## config.mk

```make
export PLATFORM = sky130hd
export DESIGN_NAME = tlv_ack_parser_completion_tracker
export DESIGN_NICKNAME = d
export VERILOG_FILES = /design/src/rtl/tlvack_pkg.sv /design/src/rtl/tlv_ack_parser_completion_tracker.sv
export SDC_FILE = /design/constraint.sdc
export NUM_CORES = 1
export LEC_CHECK = 0
export ABC_AREA = 1
export BUFFER_PORTS_ARGS = -buffer_cell sky130_fd_sc_hd__buf_2
export CAP_MARGIN = 20
export CELL_PAD_IN_SITES_DETAIL_PLACEMENT = 1
export CELL_PAD_IN_SITES_GLOBAL_PLACEMENT = 2
export CORE_AREA = 2 2 155 218
export CTS_BUF_LIST = sky130_fd_sc_hd__clkbuf_16
export DETAILED_ROUTE_END_ITERATION = 10
export DIE_AREA = 0 0 157 220
export PLACE_DENSITY = 0.89
export SKIP_CTS_REPAIR_TIMING = 1
export SYNTH_ARGS = -nofsm -noshare
export SYNTH_HDL_FRONTEND = slang
export SYNTH_SLANG_ARGS = --single-unit
export TNS_END_PERCENT = 20
```

## constraint.sdc

```tcl
create_clock -name clk_i -period 13.3 [get_ports clk_i]
set_input_delay 1.995 -clock clk_i [delete_from_list [all_inputs] [get_ports clk_i]]
set_output_delay 1.995 -clock clk_i [all_outputs]
set_load 0.02 [all_outputs]
```

## src/rtl/tlvack_pkg.sv

```systemverilog
// shared constants and types for the tlv acknowledgement parser
`timescale 1ns / 1ps

package tlvack_pkg;

  localparam int unsigned MAX_PACKET_BYTES = 1024;
  localparam int unsigned LEN_W = 11;   // packet_bytes field width
  localparam int unsigned POS_W = 9;    // saturating word counter, b reaches past any region
  localparam int unsigned IN_W  = 48;   // data_word + packet_bytes, padded to bytes
  localparam int unsigned OUT_W = 40;   // completed_id + three flags, padded to bytes

  localparam logic [31:0] MSG_KEY   = 32'h2367736d;
  localparam logic [31:0] ERR_KEY   = 32'h00727265;
  localparam logic [31:0] ALIGN_ADD = 32'd3;

  typedef enum logic [2:0] {
    PH_OUT_KEY  = 3'd0,
    PH_OUT_LEN  = 3'd1,
    PH_IN_KEY   = 3'd2,
    PH_IN_LEN   = 3'd3,
    PH_IN_VALUE = 3'd4,
    PH_DONE     = 3'd5,
    PH_DROPPED  = 3'd6
  } phase_e;

endpackage

```

## src/rtl/tlv_ack_parser_completion_tracker.sv

```systemverilog
// top level: key/length/value acknowledgement parser and completion tracker
`timescale 1ns / 1ps

// usage
// - slave stream carries one packet word per beat: tdata holds data_word and
//   packet_bytes, tlast marks the final word of the packet
// - each beat is parsed in the cycle it is accepted: compares and adds only,
//   so the parser takes one beat every cycle while slave tready is high
// - the beat with tlast set produces one result beat on the master stream,
//   registered, valid in the cycle after that beat is accepted; other beats
//   produce nothing
// - result: latest completed message number plus id, error and drop flags
// - the message number survives packets; all other parse state clears after
//   every last beat
// - user writes service_key via cfg_we_i / cfg_wdata_i only while idle; block does not enforce it
// - reset clears the message number, the service key and the parse state
// - receiver stall: the result register holds its beat; slave tready stays
//   high while the result register is empty or being drained, so a stall only
//   blocks input once a result is waiting and not taken
// - throughput one beat per cycle while slave tready is high, limited by the single parse step per beat
module tlv_ack_parser_completion_tracker (
  input  logic                          clk_i,
  input  logic                          rst_ni,
  input  logic                          cfg_we_i,
  input  logic [31:0]                   cfg_wdata_i,
  input  logic                          s_axis_tvalid_i,
  output logic                          s_axis_tready_o,
  // [31:0] data_word, [42:32] packet_bytes, [47:43] zero
  input  logic [tlvack_pkg::IN_W-1:0]   s_axis_tdata_i,
  input  logic                          s_axis_tlast_i,
  output logic                          m_axis_tvalid_o,
  input  logic                          m_axis_tready_i,
  // [31:0] completed_id, [32] id_updated, [33] error_reported, [34] dropped,
  // [39:35] zero
  output logic [tlvack_pkg::OUT_W-1:0]  m_axis_tdata_o
);

  localparam int unsigned LW = tlvack_pkg::LEN_W;
  localparam int unsigned PW = tlvack_pkg::POS_W;

  // configuration and persistent state
  logic [31:0]        service_key_q;
  logic [31:0]        completed_id_q, completed_id_d;

  // per-packet parse state
  tlvack_pkg::phase_e phase_q, phase_d;
  logic [PW-1:0]      pos_q, pos_d;
  logic [LW-1:0]      region_end_q, region_end_d;
  logic [LW-1:0]      record_end_q, record_end_d;
  logic [31:0]        held_key_q, held_key_d;
  logic               fl_id_q, fl_id_d;
  logic               fl_err_q, fl_err_d;
  logic               fl_drop_q, fl_drop_d;

  // result register
  logic               out_valid_q;
  logic [31:0]        out_id_q;
  logic               out_upd_q, out_err_q, out_drop_q;

  logic               in_acc;
  logic [31:0]        w;
  logic [LW-1:0]      pk_raw, plen;
  logic [LW-1:0]      b;
  logic [31:0]        aligned;
  logic [LW:0]        tl_vstart;
  logic               tl_fail;
  logic [LW-1:0]      room;
  logic               outer_fail;
  logic [LW-1:0]      svc_len;
  logic               key_fail;
  logic               drop_final;

  assign s_axis_tready_o = !out_valid_q || m_axis_tready_i;
  assign in_acc          = s_axis_tvalid_i && s_axis_tready_o;

  assign w      = s_axis_tdata_i[31:0];
  assign pk_raw = s_axis_tdata_i[32 +: LW];
  assign plen   = (pk_raw > LW'(tlvack_pkg::MAX_PACKET_BYTES))
                  ? LW'(tlvack_pkg::MAX_PACKET_BYTES) : pk_raw;

  // byte offset of this word
  assign b       = {pos_q, 2'b00};
  assign aligned = (w + tlvack_pkg::ALIGN_ADD) & ~tlvack_pkg::ALIGN_ADD;

  // record length check, length word at byte 4 (outer) or at b (inner)
  always_comb begin
    if (phase_q == tlvack_pkg::PH_OUT_LEN) begin
      tl_vstart = (LW+1)'(8);
    end else begin
      tl_vstart = {1'b0, b} + (LW+1)'(4);
    end
    tl_fail = (tl_vstart > {1'b0, region_end_q}) ||
              ((32'({1'b0, region_end_q} - tl_vstart)) < aligned);
  end

  // outer record fit and service region clipped to packet end
  assign room       = region_end_q - LW'(8);
  assign outer_fail = (32'(room) < aligned);
  assign svc_len    = (w < 32'(room)) ? w[LW-1:0] : room;

  // not enough room left for another header
  assign key_fail = (({1'b0, b} + (LW+1)'(8)) > {1'b0, region_end_q});

  always_comb begin
    phase_d        = phase_q;
    pos_d          = pos_q;
    region_end_d   = region_end_q;
    record_end_d   = record_end_q;
    held_key_d     = held_key_q;
    fl_id_d        = fl_id_q;
    fl_err_d       = fl_err_q;
    fl_drop_d      = fl_drop_q;
    completed_id_d = completed_id_q;
    if (in_acc) begin
      case (phase_q)
        tlvack_pkg::PH_OUT_KEY: begin
          region_end_d = plen;
          held_key_d   = w;
          if (plen == '0) begin
            phase_d = tlvack_pkg::PH_DONE;
          end else if (plen < LW'(8)) begin
            fl_drop_d = 1'b1;
            phase_d   = tlvack_pkg::PH_DROPPED;
          end else begin
            phase_d = tlvack_pkg::PH_OUT_LEN;
          end
        end
        tlvack_pkg::PH_OUT_LEN: begin
          if (outer_fail) begin
            fl_drop_d = 1'b1;
            phase_d   = tlvack_pkg::PH_DROPPED;
          end else if (held_key_q == service_key_q) begin
            region_end_d = LW'(8) + svc_len;
            record_end_d = LW'(8);
            phase_d      = tlvack_pkg::PH_IN_KEY;
          end else if (tl_fail) begin
            phase_d = tlvack_pkg::PH_DONE;
          end else begin
            record_end_d = tl_vstart[LW-1:0] + aligned[LW-1:0];
            if (held_key_q == tlvack_pkg::MSG_KEY && w == 32'd4) begin
              phase_d = tlvack_pkg::PH_IN_VALUE;
            end else begin
              if (held_key_q == tlvack_pkg::ERR_KEY) fl_err_d = 1'b1;
              phase_d = tlvack_pkg::PH_IN_KEY;
            end
          end
        end
        tlvack_pkg::PH_IN_KEY: begin
          // words inside the previous record's value are skipped
          if (b >= record_end_q) begin
            if (key_fail) begin
              phase_d = tlvack_pkg::PH_DONE;
            end else begin
              held_key_d = w;
              phase_d    = tlvack_pkg::PH_IN_LEN;
            end
          end
        end
        tlvack_pkg::PH_IN_LEN: begin
          if (tl_fail) begin
            phase_d = tlvack_pkg::PH_DONE;
          end else begin
            record_end_d = tl_vstart[LW-1:0] + aligned[LW-1:0];
            if (held_key_q == tlvack_pkg::MSG_KEY && w == 32'd4) begin
              phase_d = tlvack_pkg::PH_IN_VALUE;
            end else begin
              if (held_key_q == tlvack_pkg::ERR_KEY) fl_err_d = 1'b1;
              phase_d = tlvack_pkg::PH_IN_KEY;
            end
          end
        end
        tlvack_pkg::PH_IN_VALUE: begin
          completed_id_d = w;
          fl_id_d        = 1'b1;
          phase_d        = tlvack_pkg::PH_IN_KEY;
        end
        default: begin
        end
      endcase
      if (pos_q != '1) pos_d = pos_q + PW'(1);
    end
  end

  // packet ending before its outer length word counts as dropped
  assign drop_final = fl_drop_d || (phase_d == tlvack_pkg::PH_OUT_LEN);

  always_ff @(posedge clk_i or negedge rst_ni) begin
    if (!rst_ni) begin
      service_key_q  <= '0;
      completed_id_q <= '0;
      phase_q        <= tlvack_pkg::PH_OUT_KEY;
      pos_q          <= '0;
      region_end_q   <= '0;
      record_end_q   <= '0;
      held_key_q     <= '0;
      fl_id_q        <= 1'b0;
      fl_err_q       <= 1'b0;
      fl_drop_q      <= 1'b0;
      out_valid_q    <= 1'b0;
    end else begin
      if (cfg_we_i) service_key_q <= cfg_wdata_i;
      completed_id_q <= completed_id_d;
      if (in_acc && s_axis_tlast_i) begin
        // clear everything but the message number for the next packet
        phase_q      <= tlvack_pkg::PH_OUT_KEY;
        pos_q        <= '0;
        region_end_q <= '0;
        record_end_q <= '0;
        held_key_q   <= '0;
        fl_id_q      <= 1'b0;
        fl_err_q     <= 1'b0;
        fl_drop_q    <= 1'b0;
        out_valid_q  <= 1'b1;
      end else begin
        phase_q      <= phase_d;
        pos_q        <= pos_d;
        region_end_q <= region_end_d;
        record_end_q <= record_end_d;
        held_key_q   <= held_key_d;
        fl_id_q      <= fl_id_d;
        fl_err_q     <= fl_err_d;
        fl_drop_q    <= fl_drop_d;
        if (m_axis_tready_i) out_valid_q <= 1'b0;
      end
    end
  end

  // result payload, no reset
  always_ff @(posedge clk_i) begin
    if (in_acc && s_axis_tlast_i) begin
      out_id_q   <= completed_id_d;
      out_upd_q  <= fl_id_d;
      out_err_q  <= fl_err_d;
      out_drop_q <= drop_final;
    end
  end

  assign m_axis_tvalid_o = out_valid_q;
  assign m_axis_tdata_o  = {5'd0, out_drop_q, out_err_q, out_upd_q, out_id_q};

  // a last beat always leaves a result behind
  a_last_gives_result: assert property (@(posedge clk_i) disable iff (!rst_ni)
    in_acc && s_axis_tlast_i |=> out_valid_q)
    else $error("no result after last beat");

  // parse state starts fresh after a last beat
  a_clear_after_last: assert property (@(posedge clk_i) disable iff (!rst_ni)
    in_acc && s_axis_tlast_i |=> pos_q == '0 && phase_q == tlvack_pkg::PH_OUT_KEY)
    else $error("parse state not cleared after last beat");

  // a record never extends past its region
  a_record_in_region: assert property (@(posedge clk_i) disable iff (!rst_ni)
    record_end_q <= region_end_q)
    else $error("record end beyond region end");

  // region never exceeds the largest packet
  a_region_bound: assert property (@(posedge clk_i) disable iff (!rst_ni)
    region_end_q <= LW'(tlvack_pkg::MAX_PACKET_BYTES))
    else $error("region end beyond packet limit");

  // the result only leaves through a handshake
  a_result_held: assert property (@(posedge clk_i) disable iff (!rst_ni)
    out_valid_q && !m_axis_tready_i |=> out_valid_q && $stable(out_id_q))
    else $error("result lost while stalled");

endmodule
```

After elaboration in Yosys (flattened, before gate mapping)

Cells that the tools add are included.

Register bits: 169
Bits of input ports: 86
Output and inout port bits: 42

$add $sub $neg: 8
$lt $le $gt $ge: 8
Equal/unequal tests: 14
Muxes and demuxes: 54
Reductions and logical operators: 19

Operators with widths:

| cell                    | number |
|---|---|
| $mux W32                | 6 |
| $mux W11                | 11 |
| $pmux W32 S2            | 1 |
| $pmux W11 S2            | 2 |
| $add A32 B2 Y32 const B | 1 |
| $eq A32 B23 Y1 const B  | 1 |
| $eq A32 B3 Y1 const B   | 1 |
| $eq A32 B30 Y1 const B  | 1 |
| $eq A32 B32 Y1          | 1 |
| $lt A11 B32 Y1          | 1 |
| $lt A32 B11 Y1          | 1 |
| $lt A32 B32 Y1          | 1 |
| $mux W3                 | 10 |
| $mux W9                 | 3 |
| $gt A12 B11 Y1          | 2 |
| $mux W1                 | 17 |
| $pmux W3 S5             | 1 |
| $sub A11 B12 Y13        | 1 |
| $add A11 B3 Y12 const B | 1 |
| $add A11 B4 Y12 const B | 1 |
| $mux W12                | 1 |
| $add A11 B11 Y11        | 1 |
| $add A4 B11 Y11 const A | 1 |
| $ge A11 B11 Y1          | 1 |
| 22 further kinds        | 35 |

Depth between registers and ports, before layout

Gate-level depths: netlist (run 1).

Depth in word-level cells: 12
Gate-level depth with buffers: 36

Worst setup path before layout (run 1)

OpenSTA, ideal clock, no wires.

Path kind: flip-flop to flip-flop
Start: reg phase_q[1]
End: reg out_drop_q (data pin)
Library setup time: 0.259 ns
Data arrival time: 4.407 ns
Data required time: 13.041 ns
Setup slack: 8.633 ns
Stages on the path, launching flop included: 37
Path buffers: 2
Period minus slack after synthesis: 4.667 ns
Cells stage by stage: dfrtp_1 nor2_1 nand2_1 inv_1 clkbuf_1 buf_1 nor2_1 inv_1 ha_1 nand2_1 nor2_1 a211oi_1 o21ai_0 a21boi_0 inv_1 a21oi_1 o21ai_0 nand2_1 inv_1 nor2_1 ha_1 nand2_1 nor2_1 a211oi_1 nor2_1 nor2_1 nand2_1 nand2_1 nand3_1 nand3_1 nand2_1 nand2_1 nand2_1 nand2_1 nand2_1 nand3_1 nand2_1

Longest elaborated chain between the ends: 12

Ends and longest elaborated chain:

| what                   | RTL line                                                                          | source |
|---|---|---|
| from (decl)            | tlv_ack_parser_completion_tracker.sv:46                                           | `tlvack_pkg::phase_e phase_q, phase_d;` |
| from (signal assigned) | tlv_ack_parser_completion_tracker.sv:191                                          | `phase_q <= tlvack_pkg::PH_OUT_KEY;` |
| from (signal assigned) | tlv_ack_parser_completion_tracker.sv:205                                          | `phase_q <= tlvack_pkg::PH_OUT_KEY;` |
| from (signal assigned) | tlv_ack_parser_completion_tracker.sv:215                                          | `phase_q <= phase_d;` |
| $eq A3 B1 Y1           | tlv_ack_parser_completion_tracker.sv:87, tlv_ack_parser_completion_tracker.sv:115 |  |
| $mux W12               | tlv_ack_parser_completion_tracker.sv:87                                           | `if (phase_q == tlvack_pkg::PH_OUT_LEN) begin` |
| $sub A11 B12 Y13       | tlv_ack_parser_completion_tracker.sv:93                                           | `((32'({1'b0, region_end_q} - tl_vstart)) < aligned);` |
| $lt A32 B32 Y1         | tlv_ack_parser_completion_tracker.sv:93                                           |  |
| $logic_or A1 B1 Y1     | tlv_ack_parser_completion_tracker.sv:92                                           | `tl_fail = (tl_vstart > {1'b0, region_end_q}) \|\|` |
| $mux W3                | tlv_ack_parser_completion_tracker.sv:136                                          | `end else if (tl_fail) begin` |
| $mux W3                | tlv_ack_parser_completion_tracker.sv:132                                          | `end else if (held_key_q == service_key_q) begin` |
| $mux W3                | tlv_ack_parser_completion_tracker.sv:129                                          | `if (outer_fail) begin` |
| $pmux W3 S5            | tlv_ack_parser_completion_tracker.sv:115                                          | `case (phase_q)` |
| $mux W3                | tlv_ack_parser_completion_tracker.sv:114                                          | `if (in_acc) begin` |
| $eq A3 B1 Y1           | tlv_ack_parser_completion_tracker.sv:185                                          | `assign drop_final = fl_drop_d \|\| (phase_d == tlvack_pkg::PH_OUT_LEN);` |
| $logic_or A1 B1 Y1 (*) | tlv_ack_parser_completion_tracker.sv:185                                          |  |
| via drop_final         | tlv_ack_parser_completion_tracker.sv:71                                           | `logic drop_final;` |
| to (signal assigned)   | tlv_ack_parser_completion_tracker.sv:234                                          | `out_drop_q <= drop_final;` |
| to (decl)              | tlv_ack_parser_completion_tracker.sv:58                                           | `logic out_upd_q, out_err_q, out_drop_q;` |

The timed path passes the listed nets; every way through them passes the cells marked *.
A chain may end at the register's enable or synchronous reset.

Final worst setup path (run 1)

Start: reg phase_q[2]
End: reg out_drop_q (data pin)

The elaborated chain is that of the path after synthesis.

==> results of run 1 <==
logic make-up after synthesis:
kind of cell | Yosys count | share of synthesized area [%]
AOI/OAI and AO/OA | 236 | 11.3
xor gates and xnor gates | 41 | 3.18
adders and majority gates | 83 | 9.34
buffers and inverters | 280 | 9.61
DFF | 169 | 39.1
muxes | 3 | 0.300
other | 1 | 0.0333
and+or+nand+nor | 712 | 27.1
power groups by stage:
stage	Sequential, W	Clock [W]	Combinational (W)
global placement	0.000806	0	0.00135
floorplan	0.000792	0	0.00101
detailed placement	0.000812	0	0.00142
global route	0.000821	0.000540	0.00165
finish	0.000802	0.000510	0.00143
CTS	0.000804	0.000522	0.00144
area by class of cell:
type | instances | area, sq um
antenna | 1 | 2.50
clock buffer | 18 | 450
clock inverter | 14 | 153
fill | 4109 | 19800
inverter | 241 | 905
multi-input combinational | 1080 | 5820
sequential | 169 | 4400
tap | 445 | 557
timing repair buffer | 123 | 637
state kept, by name, indices dropped and copies added (netlist names):
name / cells
service_key_q: 32
out_err_q: 1
fl_err_q: 1
region_end_q: 11
phase_q: 3
record_end_q: 11
held_key_q: 32
out_drop_q: 1
out_upd_q: 1
out_id_q: 32
fl_id_q: 1
fl_drop_q: 1
pos_q: 9
m_axis_tvalid_o: 1
completed_id_q: 32
worst max-delay path: cells and delay by family (launching register included):
family,cells,cell delay [ns]
and+or+nand+nor,22,2.62
AOI/OAI and AO/OA,6,1.25
buffers and inverters,3,0.83
adders and majority gates,2,0.59
DFF,1,0.44
layer usage:
metal  vias to the layer above  track usage [%]  part of all wire, %
met5                         -                0                 0.21
met4                        12             11.6                  4.9
met3                        95             4.07                  3.4
met2                       186             41.6                   52
met1                      5066             24.8                   40
li1                       5177                -                    -
worst max path at each step:
stage	depth (start not counted)	slack (ns)	end
after detailed placement	33	7.29	out_drop_q
after CTS	33	7.24	out_drop_q
after global routing	33	6.52	out_drop_q
after global placement	32	7.42	out_drop_q
final	33	7.31	out_drop_q
after floorplan	36	8.63	out_drop_q
metrics by stage:
stage / instances / hold slack [ns] / utilization (%) / power (W)
finish: 2091 / 0.495 / 39.5 / 0.00274
global route: 2091 / 0.527 / 39.5 / 0.00302
CTS: 2089 / 0.501 / 39.5 / 0.00276
detailed placement: 2057 / 0.484 / 37.6 / 0.00223
global placement: 2057 / 0.469 / 37.6 / 0.00215
floorplan: 1529 / 0.452 / - / 0.00180
cells in the mapped netlist, drive strengths merged, types with 3 or more instances:
| master | instances | area [sq um] |
|---|---|---|
| xnor2 | 10 | 87.6 |
| buf | 12 | 77.6 |
| inv | 239 | 897 |
| dfrtp | 134 | 3350 |
| nand2 | 409 | 1560 |
| a31oi | 4 | 25.0 |
| o21bai | 3 | 22.5 |
| nand3b | 3 | 22.5 |
| ha | 81 | 1010 |
| nand4 | 36 | 225 |
| o21ai | 151 | 763 |
| nor2 | 125 | 507 |
| nand3 | 90 | 455 |
| clkbuf | 27 | 101 |
| edfxtp | 35 | 1050 |
| nor3 | 19 | 105 |
| a211oi | 3 | 22.5 |
| a21oi | 51 | 270 |
| xor2 | 31 | 272 |
| o22ai | 10 | 62.6 |
| or2 | 4 | 25.0 |
| nor4 | 24 | 150 |
| mux2 | 3 | 33.8 |
==> flow_metrics.tcl, run 1 <==
set metrics [dict create \
    outcome "complete, no violations" \
    p_int_w 0.00145 \
    fin_ws_ns 7.31 \
    reg2reg_depth 33 \
    nNetsFinal 1801 \
    drive_gt1_share_pct 11.4 \
    p_seq_share_pct 29.3 \
    io_buffers 117 \
    grt_max_degree 69 \
    drc 0 \
    reg2reg_to "out_drop_q" \
    power_switching_w 0.00129 \
    finClkSkew_ns 0.0107 \
    synth-seq-cells 169 \
    max-slew-margin-rel_pct 37.2 \
    crit_path_start_kind "flip-flop" \
    drt-total-wl_mm 37.5 \
    chipHeight_microns 220 \
    final_cell_mix "nand2_1, inv_1, o21ai_0" \
    worst_r2r_startpoint "phase_q[2]" \
    via_count 10500 \
    grt_overflow 0 \
    grt_first_pass_wirelength_mm 59.7 \
    die-area_sq_um 34500 \
    final.min_clock_period_ns 5.99 \
    gp_congestion 0.848 \
    startpoint "phase_q[2]" \
    rows 79 \
    regToRegSetupSlack_ns 7.31 \
    clk_pin_slew_ns 0.07 \
    whs_endpoint "completed_id_q[29]" \
    cp-end-kind "flip-flop" \
    start_util_pct 34.5 \
    core_sq_um 32700 \
    ioPinCount 128 \
    synthToLayoutAreaGrowth_pct 14.6 \
    hold_path_depth 2 \
    placed_cell_area_sq_um 12300 \
    setup_viol 0 \
    synth_flop_cell "dfrtp_1" \
    drtIter0Drc 398 \
    grt_usage_pct 22.7 \
    mostFrequentLayoutCell "nand2_1" \
    synth-edff-count 35 \
    crit_path_top_delay_cell "inv_1" \
    combPwrFrac_pct 52.1 \
    die_w_microns 157 \
    arrival_ns 6.21 \
    cts_tree "yes" \
    crit_type "reg2reg" \
    numCtsBuffers 17 \
    finalInstanceArea_sq_um 12900 \
    wl_per_cell_microns 17.9 \
    cts-root-buf "clkbuf_16" \
    seq_area_frac_synth_pct 39.1 \
    tightestPinTransition_ns 0.942 \
    dp_slack_ns 7.29 \
    ys_types 49 \
    hold_viol 0 \
    clock_path_buffers 2 \
    peakVddDrop_mv 0.0997 \
    path_max_fanout 21 \
    cts_num_sinks 169 \
    hp-start "completed_id_q[29]" \
    async_flop_share_pct 79.3 \
    power.leakage_nw 6.46 \
    netlist_area_sq_um 11300 \
    synthCells 1525 \
    swShare_pct 47.0 \
    antenna_found_initial 7 \
    hpwlAfterDp_mm 29.8 \
    period_share_pct 45.1 \
    p_per_area_nw_per_um2 212 \
    avgSynthCellArea_sq_um 7.39 \
    detail_route.vias_per_cell 5.04 \
    hp-class "reg2reg" \
    cp_slowest_stage_delay_ns 0.62 \
    antenna_left 0 \
    p_clk_share_pct 18.6 \
    rsz0062_at_grt "no" \
    maxSlewViolCount 0 \
    crit_required_ns 13.52 \
    tns_ns 0 \
    yosysWarnings 0 \
    htree_levels 4 \
    grt_pass1_vias 11300 \
    max_cap_violations 0 \
    path_common_cell "nand2_1" \
    timing.fmax_mhz 167 \
    drtPass1Iterations 5 \
    worstSkewPairLatency_ns 0.47 \
]
(Power assumes the default switching activity.)
==> run 2: changes to the inputs <==
--- a/config.mk
+++ b/config.mk
@@ -10,11 +10,11 @@
 export CAP_MARGIN = 20
 export CELL_PAD_IN_SITES_DETAIL_PLACEMENT = 1
 export CELL_PAD_IN_SITES_GLOBAL_PLACEMENT = 2
-export CORE_AREA = 2 2 155 218
+export CORE_AREA = 2 2 165 231
 export CTS_BUF_LIST = sky130_fd_sc_hd__clkbuf_16
 export DETAILED_ROUTE_END_ITERATION = 10
-export DIE_AREA = 0 0 157 220
-export PLACE_DENSITY = 0.89
+export DIE_AREA = 0 0 167 233
+export PLACE_DENSITY = 0.84
 export SKIP_CTS_REPAIR_TIMING = 1
 export SYNTH_ARGS = -nofsm -noshare
 export SYNTH_HDL_FRONTEND = slang
==> constraint.sdc (replaced) <==
create_clock -name clk_i -period 5.1 [get_ports clk_i]
set_input_delay 0.765 -clock clk_i [delete_from_list [all_inputs] [get_ports clk_i]]
set_output_delay 0.765 -clock clk_i [all_outputs]
set_load 0.02 [all_outputs]
==> flow_metrics.tcl, run 2 (synthesized netlist as in run 1, its figures left out) <==
set metrics [dict create \
    p_per_area_nw_per_um2 564 \
    crit_path_start_kind "flip-flop" \
    grt_overflow 0 \
    outcome "complete, no violations" \
    nNetsFinal 1817 \
    grt_first_pass_wirelength_mm 62.1 \
    crit_type "reg2reg" \
    clk_pin_slew_ns 0.08 \
    tightestPinTransition_ns 0.980 \
    peakVddDrop_mv 0.263 \
    path_buf_inv 5 \
    drt-total-wl_mm 38.8 \
    combPwrFrac_pct 53.0 \
    power_switching_w 0.00341 \
    final_cell_mix "nand2_1, inv_1, o21ai_0" \
    via_count 10700 \
    rows 83 \
    numCtsBuffers 17 \
    clock_path_buffers 2 \
    core_sq_um 36700 \
    final.min_clock_period_ns 4.65 \
    finClkSkew_ns 0.0154 \
    die_w_microns 167 \
    maxSlewViolCount 0 \
    cts_num_sinks 169 \
    hp-class "in2async" \
    grt_usage_pct 20.5 \
    max_cap_violations 0 \
    power.leakage_nw 6.54 \
    cts_tree "yes" \
    io_buffers 117 \
    cp-end-kind "flip-flop" \
    swShare_pct 45.9 \
    grt_max_degree 95 \
    gp_congestion 0.875 \
    drtPass1Iterations 5 \
    hold_viol 0 \
    crit_required_ns 5.31 \
    synthToLayoutAreaGrowth_pct 16.8 \
    htree_levels 4 \
    ioPinCount 128 \
    p_int_w 0.00401 \
    start_util_pct 30.8 \
    path_max_fanout 15 \
    tns_ns 0 \
    path_common_cell "nand2_1" \
    timing.fmax_mhz 215 \
    antenna_found_initial 5 \
    dp_slack_ns 0.242 \
    detail_route.vias_per_cell 5.03 \
    drive_gt1_share_pct 13.1 \
    crit_path_top_delay_cell "dfrtp_2" \
    hpwlAfterDp_mm 31.1 \
    chipHeight_microns 233 \
    utilization_pct 35.9 \
    cts-root-buf "clkbuf_16" \
    p_seq_share_pct 28.2 \
    cp_slowest_stage_delay_ns 0.41 \
    mostFrequentLayoutCell "nand2_1" \
    max-slew-margin-rel_pct 34.3 \
    die-area_sq_um 38900 \
    fin_ws_ns 0.447 \
    setup_viol 0 \
    arrival_ns 4.86 \
    drc 0 \
    p_clk_share_pct 18.8 \
    antenna_left 0 \
    path_delay_family "simple AND/OR/NAND/NOR gates" \
    wl_per_cell_microns 18.2 \
    finalPower_w 0.00742 \
    period_share_pct 91.2 \
    worstSkewPairLatency_ns 0.46 \
    drtIter0Drc 440 \
    grt_pass1_vias 11600 \
]
-- run 2: changes by cell type in the layout (fill, tap and decap cells not counted), moves of 2 or more --
cell	before	now
a211oi_1	3	1
a211oi_2	0	2
buf_12	0	2
buf_4	6	20
bufinv_16	0	2
clkinvlp_4	0	2
dfrtp_1	134	130
dfrtp_2	0	4
nor2_1	117	114
nor2_2	3	6
o21ai_0	144	142
-- run 2: worst paths after layout --
kind / to / cells after the start / slack [ns] / from
max: out_drop_q / 31 / 0.45 / pos_q[1]
max in group asynchronous: pos_q[4] / 2 / 3.51 / rst_ni
min reg2reg: fl_err_q / 2 / 0.49 / fl_err_q
min: fl_drop_q / 1 / 0.40 / rst_ni
max reg2reg: out_drop_q / 31 / 0.45 / pos_q[1]
min in group clk_i: fl_err_q / 2 / 0.49 / fl_err_q
-- run 2: final cells by class --
type | instances | area [sq um]
fill | 4556 | 23500
multi-input combinational | 1080 | 5850
sequential | 169 | 4410
inverter | 241 | 905
timing repair buffer | 139 | 782
tap | 467 | 584
clock buffer | 17 | 425
clock inverter | 15 | 206
antenna | 1 | 2.50
-- run 2: per-layer routing --
layer / track usage (%) / part of all wire (%)
met4: 7.22 / 2.8
met5: 0 / 0.13
met3: 3.38 / 2.5
met2: 39.9 / 54
met1: 22.2 / 40
-- run 2: through the flow --
step / hold slack [ns] / cells / instance area [sq um]
after global routing: 0.462 / 2128 / 13200
after global placement: 0.468 / 2095 / 12500
after CTS: 0.446 / 2127 / 13100
after detailed placement: 0.479 / 2095 / 12500
after floorplan: 0.452 / 1529 / 11300
final: 0.401 / 2129 / 13200
-- run 2: power groups by stage --
stage                     Clock, W  Sequential (W)  Combinational, W
after floorplan                  0         0.00207           0.00263
final                      0.00139         0.00209           0.00394
after detailed placement         0         0.00211           0.00390
after CTS                  0.00142         0.00209           0.00393
after global placement           0         0.00210           0.00373
after global routing       0.00147         0.00214           0.00454
